File: src/sv/tbw_alu.sv
module tbw_alu #(
  parameter int W = 104
) (
  input  logic [W-1:0] a,
  input  logic [W-1:0] b,
  input  logic         sub,
  output logic [W-1:0] sum
);

  assign sum = a + (sub ? ~b : b) + W'(sub);

endmodule

File: config.mk
export PLATFORM = sky130hd
export DESIGN_NAME = tbw_alu
export DESIGN_NICKNAME = d
export VERILOG_FILES = /design/src/sv/tbw_alu.sv
export SDC_FILE = /design/constraint.sdc
export NUM_CORES = 1
export LEC_CHECK = 0
export BUFFER_PORTS_ARGS = -buffer_cell sky130_fd_sc_hd__buf_2
export CORE_AREA = 5 5 140 142
export DETAILED_ROUTE_END_ITERATION = 7
export DIE_AREA = 0 0 145 147
export GPL_TIMING_DRIVEN = 0
export PLACE_DENSITY = 0.75
export SYNTH_ARGS = -nofsm -noshare
export SYNTH_HDL_FRONTEND = slang
export SYNTH_SLANG_ARGS = --single-unit
export TNS_END_PERCENT = 30
File: constraint.sdc
create_clock -name vclk -period 6.6
set_clock_uncertainty 0.2 [all_clocks]
set_input_delay 1.65 -clock vclk [all_inputs]
set_output_delay 1.65 -clock vclk [all_outputs]
set_load 0.03 [all_outputs]
Word level (Yosys, flattened, before mapping). Cells that the tools add are included.

Add/subtract/negate cells: 2. Reductions and logical operators: 0. Equal/unequal tests: 0. Bitwise operators: 1. Divide/modulo/power cells: 0. Muxes and demuxes: 1. Shifts and indexed selects: 0. Order comparisons: 0. $mul: 0.

Operators by type and width (number): $add 104x1->104 (1); $add 104x104->104 (1); $mux 104 (1); $not 104->104 (1).

Memory bits (read-only): 0. Register bits after elaboration: 0. Memories kept: 0. Latch bits: 0. Output and inout port bits: 104. Bits in writable memories: 0. Bits of input ports: 209.

Depth between registers and ports, before layout.
Depth after elaboration: 4. Gate-level depth with buffers: 17. Gate-level depth less buffers: 14.

Worst setup path before layout. Ideal clock, no wire load.

Kind: input to output. From: in sub. To: out sum[102]. Stages: 16. Buffers on the path: 3. Arrival: 5.344 ns. Setup slack: -0.594 ns. Cell sequence: buf_2 > buf_2 > buf_1 > xor2_1 > ha_1 > and2b_1 > o2111ai_1 > and2_1 > o311ai_2 > a21oi_2 > o31ai_4 > a31oi_4 > o41ai_4 > a31o_2 > a31oi_1 > xnor2_1.

Longest elaborated chain between the ends: 3.

Ends and longest elaborated chain: start: declaration (RTL line 6) `input logic sub,`; $mux 104 (RTL line 10) `assign sum = a + (sub ? ~b : b) + W'(sub);`; $add 104x104->104 (RTL line 10); $add 104x1->104 * (RTL line 10); end: declaration (RTL line 7) `output logic [W-1:0] sum`.

Every way passes the cells marked *; elsewhere a longest branch is shown, timed or not.

Final worst setup path.
From: in sub. To: out sum[103].

The elaborated chain is that of the path after synthesis.

==> impl_metrics.ini <==
[global_route]
grt_antenna_before_repair = 7
grt_pass1_wl_mm = 50.5
grt_max_degree = 11
gr-total-overflow = 0
grt_pass1_vias = 10100
grt_usage_pct = 27.9

[place]
place_area_sq_um = 9930
dp.final_hpwl_mm = 25.8
port_buffers = 312
gp_congestion = 0.911

[pwr]
p_leak_nw = 5.67
power_density_nw_per_um2 = 203
sequentialPowerShare_pct = 0
combPwrFrac_pct = 100.0
vdd_drop_max_mv = 0.171
pwr-share-clk_pct = 0
switching_power_mw = 1.50
swShare_pct = 59.7
p_int_mw = 1.01

[timing]
fin_crit_ns = 7.06
hold_viol = 0
fin_ws_ns = -0.463
fmax_ghz = 0.142
fin_crit_sh_pct = 107
tns_ns = -9.70
grt_setup_unrepaired = yes
maxSlewHeadroom_pct = 37.5
setup_viol = 54
worst_pin_slew_ns = 0.928
maxSlewViolCount = 0
holdWs_ns = 3.44

[detailed_routing]
viasPerCell = 5.81
first_pass_iters = 6
vias = 10200
drt_iter0_markers = 690
drt_wl_total_mm = 33.7
wl_per_cell_um = 19.2
drcViolationCount = 0
ant_nets = 0

[finish]
drive_above_1_share_pct = 43.4
design.seq.count = 0
syn_to_final_growth_pct = 60.4
fin_nets = 1840
regArea_sq_um = 0
final_area_sq_um = 12400
clock_buffers = 0

[floorplan]
fp.dieW_um = 145
dieHeight_um = 147
rows = 50
start_util_pct = 42.1
core_area_sq_um = 18300
die-area_sq_um = 21300
boundaryPins = 313

[yosys]
synth_area_sq_um = 7710
ys_seq_area_share_pct = 0
yosys.area.top_type = ha_1
ys_types = 68
synth_common_cells = a21oi_1 (149), xor2_1 (137), ha_1 (112), nand2_1 (98), nor2_1 (82)
syn_avg_cell_area_sq_um = 6.87
synth_nets = 1444
yosysTopAreaCellShare_pct = 18.2
synth_cells = 1122
yosysMostFrequentCell = a21oi_1
yosys_warnings = 0
synthTopCellsByArea = ha_1 (18%), xor2_1 (16%), a21oi_1 (9.7%)

[min_path]
hold_path_end = sum[0]
hold_depth = 3
hp-class = input port to output pin
worstHoldStart = a[0]

[worst_setup_path]
critical_path_arrival_ns = 5.21
cp.required_ns = 4.75
cp-end-kind = output pin
start_kind = input port
critPathKind = input port to output pin
cp_max_fo = 10

[flow_run]
cap_violations = 0

[status]
violations = setup timing
status = complete, but fails checks
-- cells in the final DEF (no fill, tap or decap), types with 6 or more instances in the layout --
cell	instances
buf_2	260
xor2_1	117
a21oi_1	114
buf_4	97
nand2_1	90
ha_1	81
nor2_1	75
buf_6	52
nand4_1	51
o21ai_0	51
xnor2_1	49
a21o_1	46
inv_1	41
o21bai_1	32
a21oi_2	24
xnor2_2	19
ha_4	19
clkbuf_1	16
xor2_2	15
a21oi_4	13
o21ai_2	13
ha_2	12
o21a_1	10
nand3_1	10
o21ai_1	10
buf_12	9
o21ai_4	9
nor3_1	9
nand2b_1	8
diode_2	7
nand2_2	7
a31oi_1	7
clkbuf_4	7
nor2_2	6
a31oi_4	6
-- through the flow --
| stage | worst slack (ns) | power [mW] | utilization [%] | std cells |
|---|---|---|---|---|
| 5_1_grt | -0.539 | 2.65 | 67.5 | 1757 |
| 2_1_floorplan | -0.0840 | 1.44 | - | 1122 |
| 3_5_place_dp | -0.875 | 1.97 | 54.2 | 1668 |
| 3_3_place_gp | -0.895 | 1.96 | 54.2 | 1668 |
| 4_1_cts | -0.479 | 2.28 | 62.3 | 1726 |
| 6_report | -0.463 | 2.52 | 67.5 | 1757 |
-- worst max path at each step --
stage	from	end	slack, ns
final	sub	sum[103]	-0.46
after global routing	sub	sum[103]	-0.54
after CTS	sub	sum[102]	-0.48
after detailed placement	sub	sum[98]	-0.88
after global placement	sub	sum[98]	-0.89
after floorplan	sub	sum[102]	-0.08
-- routing by layer --
layer,GRT usage [%],share of wire [%],vias up
met5,0,0,-
met4,9.13,3.6,0
met3,2.93,6.4,77
met2,49.6,49,500
met1,35.2,41,4784
li1,-,-,4850
-- power groups by stage --
stage | combinational [mW] | sequential [mW] | clock [mW]
2_1_floorplan | 1.44 | 0 | 0
3_3_place_gp | 1.96 | 0 | 0
3_5_place_dp | 1.97 | 0 | 0
4_1_cts | 2.28 | 0 | 0
5_1_grt | 2.65 | 0 | 0.000000142
6_report | 2.52 | 0 | 0.000000142
-- area by class of cell --
cell class	count	area, sq um
Multi-Input combinational cell	1023	8860
Fill cell	1561	5960
Timing Repair Buffer	412	2720
Buffer	37	312
Tap cell	234	293
Inverter	44	165
Antenna cell	7	17.5
-- kinds of logic (layout without fill, tap and decap cells) --
family / after synthesis / after routing / synth area share (%)
adder cells (fa/ha/maj): 113 / 113 / 18.4
AND/OR/NAND/NOR: 305 / 305 / 18.9
buffers and inverters: 99 / 493 / 5.02
other: 0 / 7 / 0
XOR/XNOR: 206 / 206 / 23.4
multiplexers: 2 / 2 / 0.260
AO/OA/AOI/OAI: 397 / 397 / 33.9
-- critical path, cell delays in order --
cell	delay, ns
buf_12	0.12
buf_12	0.14
buf_6	0.17
xor2_1	0.17
ha_1	0.27
clkbuf_2	0.20
nand2_1	0.11
nor2_1	0.15
nor2_2	0.08
o221ai_4	0.22
inv_1	0.11
a311oi_4	0.37
a31oi_4	0.17
o31ai_4	0.35
a211oi_4	0.12
buf_6	0.15
o31ai_4	0.29
xnor2_2	0.18
buf_6	0.17
-- what timing repair did --
item	in CTS	in global routing
buffers inserted	73	28
pin swaps	94	82
gates cloned	1	0
setup endpoints to repair	69	69
hold buffers	0	0
resized for setup	222	165
No activity file was read; power rests on OpenSTA's default activity.
